File: src/rtl/slm_pkg.sv
// Shared types and constants for the sorted-list merge block.
// No dependencies; imported by every module of the block.
`default_nettype none

package slm_pkg;

  // Default number of entries held per list
  localparam int unsigned SLM_DEPTH = 16;

  // Width of one list element
  localparam int unsigned SLM_DATA_W = 32;

  // Sequencer states: load items, then stream out the merge
  typedef enum logic {
    ST_LOAD  = 1'b0,
    ST_MERGE = 1'b1
  } slm_state_t;

  // Control from the sequencer to one list buffer
  typedef struct packed {
    logic push;   // append an item to this list (ignored once closed)
    logic close;  // the pushed item closes this list
    logic clear;  // empty the list and reopen it
  } slm_list_ctrl_t;

  // Status from one list buffer to the sequencer
  typedef struct packed {
    logic closed;
    logic full;
  } slm_list_stat_t;

endpackage

`default_nettype wire

File: src/rtl/slm_list.sv
// One list buffer of the sorted-list merge block: element store, fill count
// and closed mark. Depends on slm_pkg.
`default_nettype none

module slm_list
  import slm_pkg::*;
#(
  parameter int unsigned DEPTH = SLM_DEPTH,
  localparam int unsigned CNT_W = $clog2(DEPTH + 1),
  localparam int unsigned IDX_W = (DEPTH > 1) ? $clog2(DEPTH) : 1
) (
  input  wire logic                  clk,
  input  wire logic                  rst,
  input  wire slm_list_ctrl_t        ctrl,
  input  wire logic [SLM_DATA_W-1:0] wr_data,
  input  wire logic [CNT_W-1:0]      rd_ptr,
  output logic [SLM_DATA_W-1:0]      rd_data,
  output logic [CNT_W-1:0]           count,
  output slm_list_stat_t             stat
);

  logic [SLM_DATA_W-1:0] store [DEPTH];
  logic                  closed;
  logic                  full;
  logic                  do_write;

  assign full     = (count == CNT_W'(DEPTH));
  assign do_write = ctrl.push && !closed && !full;

  // Store the element at the fill position
  always_ff @(posedge clk) begin
    if (do_write) begin
      store[count[IDX_W-1:0]] <= wr_data;
    end
  end

  // Track the fill count and the closed mark; clear wins
  always_ff @(posedge clk) begin
    if (rst || ctrl.clear) begin
      count  <= '0;
      closed <= 1'b0;
    end else if (ctrl.push && !closed) begin
      if (!full) begin
        count <= CNT_W'(count + 1'b1);
      end
      if (ctrl.close) begin
        closed <= 1'b1;
      end
    end
  end

  assign rd_data     = store[rd_ptr[IDX_W-1:0]];
  assign stat.closed = closed;
  assign stat.full   = full;

`ifndef SYNTH
  // The fill count never passes the depth
  a_count_range: assert property (@(posedge clk) disable iff (rst)
    count <= CNT_W'(DEPTH))
    else $error("slm_list: count above depth");

  // A closed list does not grow until cleared
  a_closed_frozen: assert property (@(posedge clk) disable iff (rst)
    (closed && !ctrl.clear) |=> $stable(count))
    else $error("slm_list: closed list changed");

  // A clear empties and reopens the list
  a_clear: assert property (@(posedge clk) disable iff (rst)
    ctrl.clear |=> (count == '0 && !closed))
    else $error("slm_list: clear did not empty list");
`endif

endmodule

`default_nettype wire

File: src/rtl/sorted_list_merge.sv
// Top level of the sorted-list merge block: input handshake, merge sequencer
// and output register. Depends on slm_pkg and slm_list.
`default_nettype none

// Items tagged for list A or list B load at one per cycle while s_tready is
// high, into two buffers of DEPTH entries each; an item with tlast closes its
// list, and items for a closed list are ignored while the other list is still
// open. Items beyond DEPTH are dropped and reported on tuser of every result
// of that merge. When the item that closes the second list is taken, s_tready
// falls and a single signed comparator walks both buffers, emitting one merged
// value per cycle while the output is not stalled (list B first on ties) into
// the output register; the last result carries tlast. s_tready returns in the
// cycle after the last result is loaded, even while it still waits to be taken.
module sorted_list_merge
  import slm_pkg::*;
#(
  parameter int unsigned DEPTH = SLM_DEPTH
) (
  input  wire logic                         clk,
  input  wire logic                         rst,
  // Input stream
  input  wire logic                         s_tvalid,
  output logic                              s_tready,
  input  wire logic signed [SLM_DATA_W-1:0] s_tdata,   // [31:0] value
  input  wire logic                         s_tlast,   // closes_list
  input  wire logic                         s_tuser,   // [0] which_list (1 = B)
  // Output stream
  output logic                              m_tvalid,
  input  wire logic                         m_tready,
  output logic signed [SLM_DATA_W-1:0]      m_tdata,   // [31:0] merged_value
  output logic                              m_tlast,   // final_one
  output logic                              m_tuser    // [0] dropped_flag
);

  localparam int unsigned CNT_W = $clog2(DEPTH + 1);

  slm_state_t            state, state_next;
  slm_list_ctrl_t        ctrl_a, ctrl_b;
  slm_list_stat_t        stat_a, stat_b;
  logic [CNT_W-1:0]      count_a, count_b;
  logic [CNT_W-1:0]      ia, ia_next, ib, ib_next;
  logic [SLM_DATA_W-1:0] rd_a, rd_b;
  logic                  overflow_seen, overflow_next;
  logic                  in_acc;
  logic                  out_free;
  logic                  a_left, b_left, take_b;
  logic                  out_load;
  logic [SLM_DATA_W-1:0] out_data;
  logic                  out_last;
  logic                  close_a_now, close_b_now;

  slm_list #(.DEPTH(DEPTH)) u_list_a (
    .clk     (clk),
    .rst     (rst),
    .ctrl    (ctrl_a),
    .wr_data (s_tdata),
    .rd_ptr  (ia),
    .rd_data (rd_a),
    .count   (count_a),
    .stat    (stat_a)
  );

  slm_list #(.DEPTH(DEPTH)) u_list_b (
    .clk     (clk),
    .rst     (rst),
    .ctrl    (ctrl_b),
    .wr_data (s_tdata),
    .rd_ptr  (ib),
    .rd_data (rd_b),
    .count   (count_b),
    .stat    (stat_b)
  );

  assign s_tready = (state == ST_LOAD);
  assign in_acc   = s_tvalid && s_tready;
  assign out_free = !m_tvalid || m_tready;

  // Shared compare unit: pick the next element of the merge
  assign a_left = (ia < count_a);
  assign b_left = (ib < count_b);
  assign take_b = !a_left || (b_left && ($signed(rd_b) <= $signed(rd_a)));

  // Closing marks as they stand after this transaction
  assign close_a_now = stat_a.closed || (in_acc && !s_tuser && s_tlast);
  assign close_b_now = stat_b.closed || (in_acc && s_tuser && s_tlast);

  // Sequencer: next state, buffer control and output load
  always_comb begin
    state_next    = state;
    ctrl_a        = '0;
    ctrl_b        = '0;
    ia_next       = ia;
    ib_next       = ib;
    overflow_next = overflow_seen;
    out_load      = 1'b0;
    out_data      = take_b ? rd_b : rd_a;
    out_last      = 1'b0;
    case (state)
      ST_LOAD: begin
        if (in_acc) begin
          ctrl_a.push  = !s_tuser;
          ctrl_a.close = s_tlast;
          ctrl_b.push  = s_tuser;
          ctrl_b.close = s_tlast;
          // Flag an item that finds its open list full
          if (s_tuser ? (!stat_b.closed && stat_b.full)
                      : (!stat_a.closed && stat_a.full)) begin
            overflow_next = 1'b1;
          end
          if (close_a_now && close_b_now) begin
            state_next = ST_MERGE;
          end
        end
        ia_next = '0;
        ib_next = '0;
      end
      ST_MERGE: begin
        if (!a_left && !b_left) begin
          // Nothing held: drop both lists without output
          ctrl_a.clear  = 1'b1;
          ctrl_b.clear  = 1'b1;
          overflow_next = 1'b0;
          state_next    = ST_LOAD;
        end else if (out_free) begin
          out_load = 1'b1;
          if (take_b) begin
            ib_next = CNT_W'(ib + 1'b1);
          end else begin
            ia_next = CNT_W'(ia + 1'b1);
          end
          out_last = (ia_next >= count_a) && (ib_next >= count_b);
          if (out_last) begin
            ctrl_a.clear  = 1'b1;
            ctrl_b.clear  = 1'b1;
            overflow_next = 1'b0;
            state_next    = ST_LOAD;
          end
        end
      end
      default: begin
        state_next = ST_LOAD;
      end
    endcase
  end

  // Hold state, read pointers and overflow record
  always_ff @(posedge clk) begin
    if (rst) begin
      state         <= ST_LOAD;
      ia            <= '0;
      ib            <= '0;
      overflow_seen <= 1'b0;
    end else begin
      state         <= state_next;
      ia            <= ia_next;
      ib            <= ib_next;
      overflow_seen <= overflow_next;
    end
  end

  // Output register: load a result, drop valid once taken
  always_ff @(posedge clk) begin
    if (rst) begin
      m_tvalid <= 1'b0;
    end else if (out_load) begin
      m_tvalid <= 1'b1;
    end else if (m_tready) begin
      m_tvalid <= 1'b0;
    end
  end

  always_ff @(posedge clk) begin
    if (out_load) begin
      m_tdata <= out_data;
      m_tlast <= out_last;
      m_tuser <= overflow_seen;
    end
  end

`ifndef SYNTH
  // Read pointers never run past the fill counts while merging
  a_ptr_range: assert property (@(posedge clk) disable iff (rst)
    (state == ST_MERGE) |-> ((ia <= count_a) && (ib <= count_b)))
    else $error("sorted_list_merge: read pointer past count");

  // Merging starts only with both lists closed
  a_merge_closed: assert property (@(posedge clk) disable iff (rst)
    (state == ST_MERGE) |-> (stat_a.closed && stat_b.closed))
    else $error("sorted_list_merge: merge with an open list");

  // The last result returns the sequencer to loading with empty lists
  a_last_done: assert property (@(posedge clk) disable iff (rst)
    (out_load && out_last) |=> (state == ST_LOAD && count_a == '0 && count_b == '0))
    else $error("sorted_list_merge: lists not cleared after merge");

  // A result is never loaded over one still waiting
  a_no_overwrite: assert property (@(posedge clk) disable iff (rst)
    out_load |-> (!m_tvalid || m_tready))
    else $error("sorted_list_merge: output overwritten");
`endif

endmodule

`default_nettype wire

File: config.mk
export PLATFORM = sky130hd
export DESIGN_NAME = sorted_list_merge
export DESIGN_NICKNAME = d
export VERILOG_FILES = /design/src/rtl/slm_pkg.sv /design/src/rtl/slm_list.sv /design/src/rtl/sorted_list_merge.sv
export SDC_FILE = /design/constraint.sdc
export NUM_CORES = 1
export LEC_CHECK = 0
export BUFFER_PORTS_ARGS = -buffer_cell sky130_fd_sc_hd__buf_4
export CELL_PAD_IN_SITES_DETAIL_PLACEMENT = 1
export CELL_PAD_IN_SITES_GLOBAL_PLACEMENT = 1
export CORE_MARGIN = 4
export CORE_UTILIZATION = 48
export CTS_CLUSTER_DIAMETER = 200
export DETAILED_ROUTE_END_ITERATION = 10
export HOLD_SLACK_MARGIN = 0.1
export PLACE_DENSITY = 0.82
export RECOVER_POWER = 50
export SYNTH_ARGS = -nofsm -noshare
export SYNTH_HDL_FRONTEND = slang
export SYNTH_SLANG_ARGS = --single-unit
File: constraint.sdc
create_clock -name clk -period 5.34 [get_ports clk]
set_input_delay 1.068 -clock clk [delete_from_list [all_inputs] [get_ports clk]]
set_output_delay 1.068 -clock clk [all_outputs]
set_load 0.01 [all_outputs]
=== Word-level counts from Yosys, hierarchy flattened ===
Memory sizes are Yosys's and may differ from the RTL's. A register that Yosys moved wholly into a read port is not among the register bits.
Cells that the tools add are included.

* Bits in writable memories: 1024
* Output and inout port bits: 36
* Bits in latches: 0
* ROM bits: 0
* Register bits: 59
* Memories: 2

{| class="wikitable"
|+ Memories
! memory !! depth !! width !! rd ports !! clocked after Yosys merged registers in !! write ports !! RTL line !! RTL
|-
| u_list_a.store || 16 || 32 || 1 || 1 || 1 || slm_list.sv:22 || <nowiki>logic [SLM_DATA_W-1:0] store [DEPTH];</nowiki>
|-
| u_list_b.store || 16 || 32 || 1 || 1 || 1 || slm_list.sv:22 ||
|}

* Order comparisons: 5
* Reduce and logical (&&, ||, !) cells: 36
* Bitwise gates (word level): 4
* Divide/modulo/power cells: 0
* Shifts and indexed selects: 0
* Equality and inequality tests: 8
* Multiply operators: 0
* Mux-type cells: 49
* $add $sub $neg: 4

{| class="wikitable"
|+ Operator list
! operator !! count
|-
| $mux 5 || 12
|-
| $le 32x32->1 || 1
|-
| $mux 32 || 1
|-
| $mux 1 || 24
|-
| $add 5x1->5 const B || 4
|-
| $pmux 5 s2 || 2
|-
| $mux 4 || 4
|-
| $logic_and 1x1->1 || 15
|-
| $eq 5x5->1 const B || 2
|-
| $ge 5x5->1 || 2
|-
| $lt 5x5->1 || 2
|-
| $reduce_and 2->1 || 5
|-
| $logic_not 1->1 || 8
|-
| $mux 2 || 4
|-
| $ne 2x1->1 const B || 3
|-
| $ne 3x1->1 const B || 2
|-
| $logic_or 1x1->1 || 5
|-
| $not 1->1 || 4
|-
| $pmux 1 s2 || 2
|-
| $reduce_and 4->1 || 1
|-
| $reduce_or 3->1 || 1
|-
| $ne 2x2->1 const B || 1
|-
| $reduce_bool 2->1 || 1
|}

=== Logic depth before layout (Yosys ltp) ===
* Word-level depth: 14
* Mapped depth: 24
* Gate-level depth less buffers: 19

=== Modules after synthesis ===
A second synthesis with hierarchy kept.

* Cell total of the unflattened synthesis: 2063
* Area, all modules: 42473.2 sq um

{| class="wikitable"
|+ By module, submodules not included
! module !! area each (sq um) !! times used !! seq. area each (sq um) !! cells each
|-
| slm_list || 19545.0 || 2 || 15494.9 || 851
|-
| sorted_list_merge || 3383.2 || 1 || 1281.2 || 361
|}

=== Worst setup path before layout ===
Ideal clock, no wire load.

* Path kind: reg2reg
* From: register (tool-made name)
* To: register state
* Setup slack: -368 ps
* Data required time: 5202 ps
* Data arrival time: 5570 ps
* Cell stages (with the launch flop): 21
* Setup time: 138 ps
* Path buffers: 4
* Cells stage by stage: dfxtp_1 > clkbuf_1 > buf_1 > mux4_2 > mux4_2 > ha_1 > nand4_1 > a2111oi_0 > nor4_1 > or4b_1 > buf_6 > nand2_4 > mux2_2 > ha_1 > a21o_1 > a21o_1 > a21o_1 > a21oi_1 > o31ai_1 > clkbuf_1 > o32ai_1

{| class="wikitable"
|+ RTL lines
! what !! RTL line !! RTL
|-
| end signal, assigned || sorted_list_merge.sv:154 || <nowiki>state <= state_next;</nowiki>
|-
| end, declared || sorted_list_merge.sv:37 || <nowiki>slm_state_t state, state_next;</nowiki>
|}

==> key figures <==
Outcome
  • Status: complete, but fails checks
  • Failing checks: max-capacitance violations, negative setup slack

Layout
  • Commonest cells after routing, fill and taps aside: edfxtp_1, mux4_2, buf_4
  • Post-route cell area: 50,790 um2
  • Layout area overhead: 18.79%
  • Commonest non-fill, non-tap cell in the layout: edfxtp_1
  • Share of layout cells above drive strength 1: 0.3626
  • Total Nets Final: 2,273
  • Non-filler instance count after layout: 3,436

Placement
  • Port Buf Inserts: 73
  • Post-Place Cells: 3,175
  • Hpwl dp: 68,450 um
  • Placed cell area: 46,240 um2
  • Pre-CTS setup slack: -1277 ps
  • Placer Congestion: 0.8157

Synth
  • Top_reg_cell synth: edfxtp_1
  • Sequential area share after synthesis: 0.7585
  • Post-synth EDFFs: 1,058
  • Mean Syn Cell Area: 22.91 um2
  • Most area-hungry cell type in the Yosys netlist: edfxtp_1
  • Yosys reg bits: 1,091
  • Mapped Nets: 1,964
  • Unique masters post-synth: 50
  • Cells after synthesis: 1,866
  • Synth warn: 0
  • Post-synth top area share: 0.7431
  • Dominant cells by area after synthesis: edfxtp_1, mux4_2, ha_1, dfxtp_1, mux2_1
  • Mapped cell area: 42,750 um2
  • Asr flop ratio synth: 0

Die
  • Die width: 306.5 um
  • Core footprint: 88,370 um2
  • DIE HEIGHT: 306.5 um
  • Initial core utilization: 0.4838
  • Full die area: 93,910 um2
  • Row cnt: 109
  • Num ports: 74

Drt
  • DRT antenna net count: 0
  • Routed WL: 128,500 um
  • Initial DRC count: 3,131
  • Mean routed wirelength per cell: 37.40 um
  • Vias/cell: 6.571
  • Vias: 22.58k
  • DRC viols: 0
  • Pre-antenna DRT Iters: 5

Setup path
  • CP required: 5920 ps
  • FF-to-FF path depth: 23
  • RR Endpoint: u_list_a.count[2]
  • Reg2reg setup slack: -480 ps
  • Setup CP Type: flop to flop
  • Startpoint types: flop
  • Slowest cell on crit path: or4b_4
  • Crit-path most repeated cell: buf_6
  • Crit-path cells: buf_16 > buf_6 > buf_6 > mux4_2 > mux4_2 > inv_1 > ha_1 > nand4_1 > or2_4 > buf_6 > a211o_1 > o211ai_1 > or4b_4 > nand2_4 > buf_6 > mux2_4 > ha_4 > a21o_1 > a21o_1 > a211oi_4 > o31ai_4 > buf_12 > a211oi_4
  • CP bufs+invs: 7
  • Critical Path Max Stage Delay: 600 ps
  • CP top delay family: multiplexers
  • Critical Path AT: 6400 ps
  • Max Fanout on Critical Path: 7
  • CP Capture Type: flop

STA
  • Rel. slew slack: 0.004753
  • Final worst slack: -475.0 ps
  • Fin. Hold Viols: 0
  • Pins over their slew limit: 0
  • Fmax: 172.0 MHz
  • RSZ-0062 raised after global routing: yes
  • Final Skew: 39.13 ps
  • Setup violations, final: 15
  • Worst hold-check slack: 492.2 ps
  • Min Tclk post-route: 5815 ps
  • Slew @ Worst Pin: 1493 ps
  • Fin crit share: 1.089

Min path
  • Hold path depth: 0
  • Hold Path Origin: overflow_seen
  • HP Class: flop to flop
  • Hold Crit Endpoint: m_tuser

Power
  • Leakage power total: 15.85 nW
  • Peak supply drop: 0.3009 mV
  • Cell area power density: 350.5 nW/um2
  • Final Power: 17.80 mW

Global route
  • Number of global-route vias before repair: 23.72k
  • Initial antenna violation count: 14
  • First-pass GRT wire length: 178,500 um
  • Grt total ovfl: 0
  • Largest net degree at the start of global routing: 35
  • Total track usage: 0.2709

CTS
  • CTS hold repair buffers: 0
  • Clock sink count: 1,091
  • Clk_lat worst skew: 690 ps
  • H-tree Lvls: 3
  • CTS Buf Count: 107
  • CTS tree: built
  • Maximum clock path buffer count: 3
  • CTS root buf: clkbuf_16
  • Clock slew at reported path FFs: 60 ps

Run
  • MaxCap Viol Count: 1
[cells in the mapped netlist, types with 9 or more instances]
| cell type | number |
|---|---|
| nor3_1 | 9 |
| a21oi_1 | 26 |
| a211oi_1 | 16 |
| inv_1 | 45 |
| mux2_1 | 28 |
| ha_1 | 60 |
| mux4_2 | 320 |
| mux2i_1 | 9 |
| dfxtp_1 | 33 |
| nand3_1 | 10 |
| edfxtp_1 | 1058 |
| nand4_1 | 14 |
| nand2_1 | 33 |
| nor2_1 | 30 |
| buf_2 | 22 |
| xnor2_1 | 12 |
| a21o_1 | 12 |
| clkbuf_1 | 51 |
[what timing repair did]
| action | 4_1_cts | 5_1_grt |
|---|---|---|
| gates cloned | 6 | 1 |
| setup buffers | 34 | 19 |
| endpoints found under the setup margin | 47 | 46 |
| pin swaps | 39 | 28 |
| resized for setup | 94 | 31 |
[flip-flops by register name, summed over array words and instances, names as in the netlist, named ones only]
register and flops:
u_list_a.store 512, u_list_b.store 512, m_tdata 32, ia 5
ib 5, u_list_a.count 5, u_list_b.count 5, m_tlast 1
m_tuser 1, m_tvalid 1, overflow_seen 1, state 1
u_list_a.closed 1, u_list_b.closed 1
[where the power goes]
part,switching [mW],total [mW],internal [mW]
logic,0.440,0.664,0.223
clock network,3.34,7.67,4.34
registers,0.0215,9.47,9.45
[cell families after synthesis]
group	after synthesis	synth area share
fa+ha+maj	60	0.01756
flops	1091	0.7585
simple gates	130	0.01572
compound gates	74	0.01165
buf+inv	130	0.01311
xor+xnor	16	0.003278
mux	365	0.1802
[worst max-delay path by stage]
stage                     cells past startpoint  slack, ps                 to
after floorplan                              23          1  u_list_a.count[0]
after global placement                       21       -980              state
after detailed placement                     21      -1280  u_list_a.count[1]
after CTS                                    23       -210  u_list_a.count[1]
after global routing                         23       -570  u_list_b.count[4]
final                                        23       -480  u_list_a.count[2]
[metal layers]
layer  up-vias  wire [um]  global-route usage
met5         -         70                   0
met4        12       5355              0.1061
met3       336      14620             0.08634
met2      1751      63170              0.4398
met1     11950      45290              0.3441
li1       8532          -                   -
[area by class of cell]
| type | instances | area (um2) |
|---|---|---|
| Multi-Input combinational cell | 645 | 10470 |
| Timing Repair Buffer | 285 | 2718 |
| Clock buffer | 118 | 2740 |
| Tap cell | 1165 | 1458 |
| Inverter | 45 | 168.9 |
| Sequential cell | 1091 | 32450 |
| Antenna cell | 7 | 17.52 |
| Fill cell | 7389 | 37580 |
| Clock inverter | 80 | 765.7 |
[per-stage QoR]
stage | util | setup TNS (ps)
final | 0.5747 | -6358
after global routing | 0.5745 | -7625
after CTS | 0.5743 | -2662
after detailed placement | 0.5233 | -29770
after global placement | 0.5233 | -16220
after floorplan | - | 0
No activity file was read; power rests on OpenSTA's default activity.
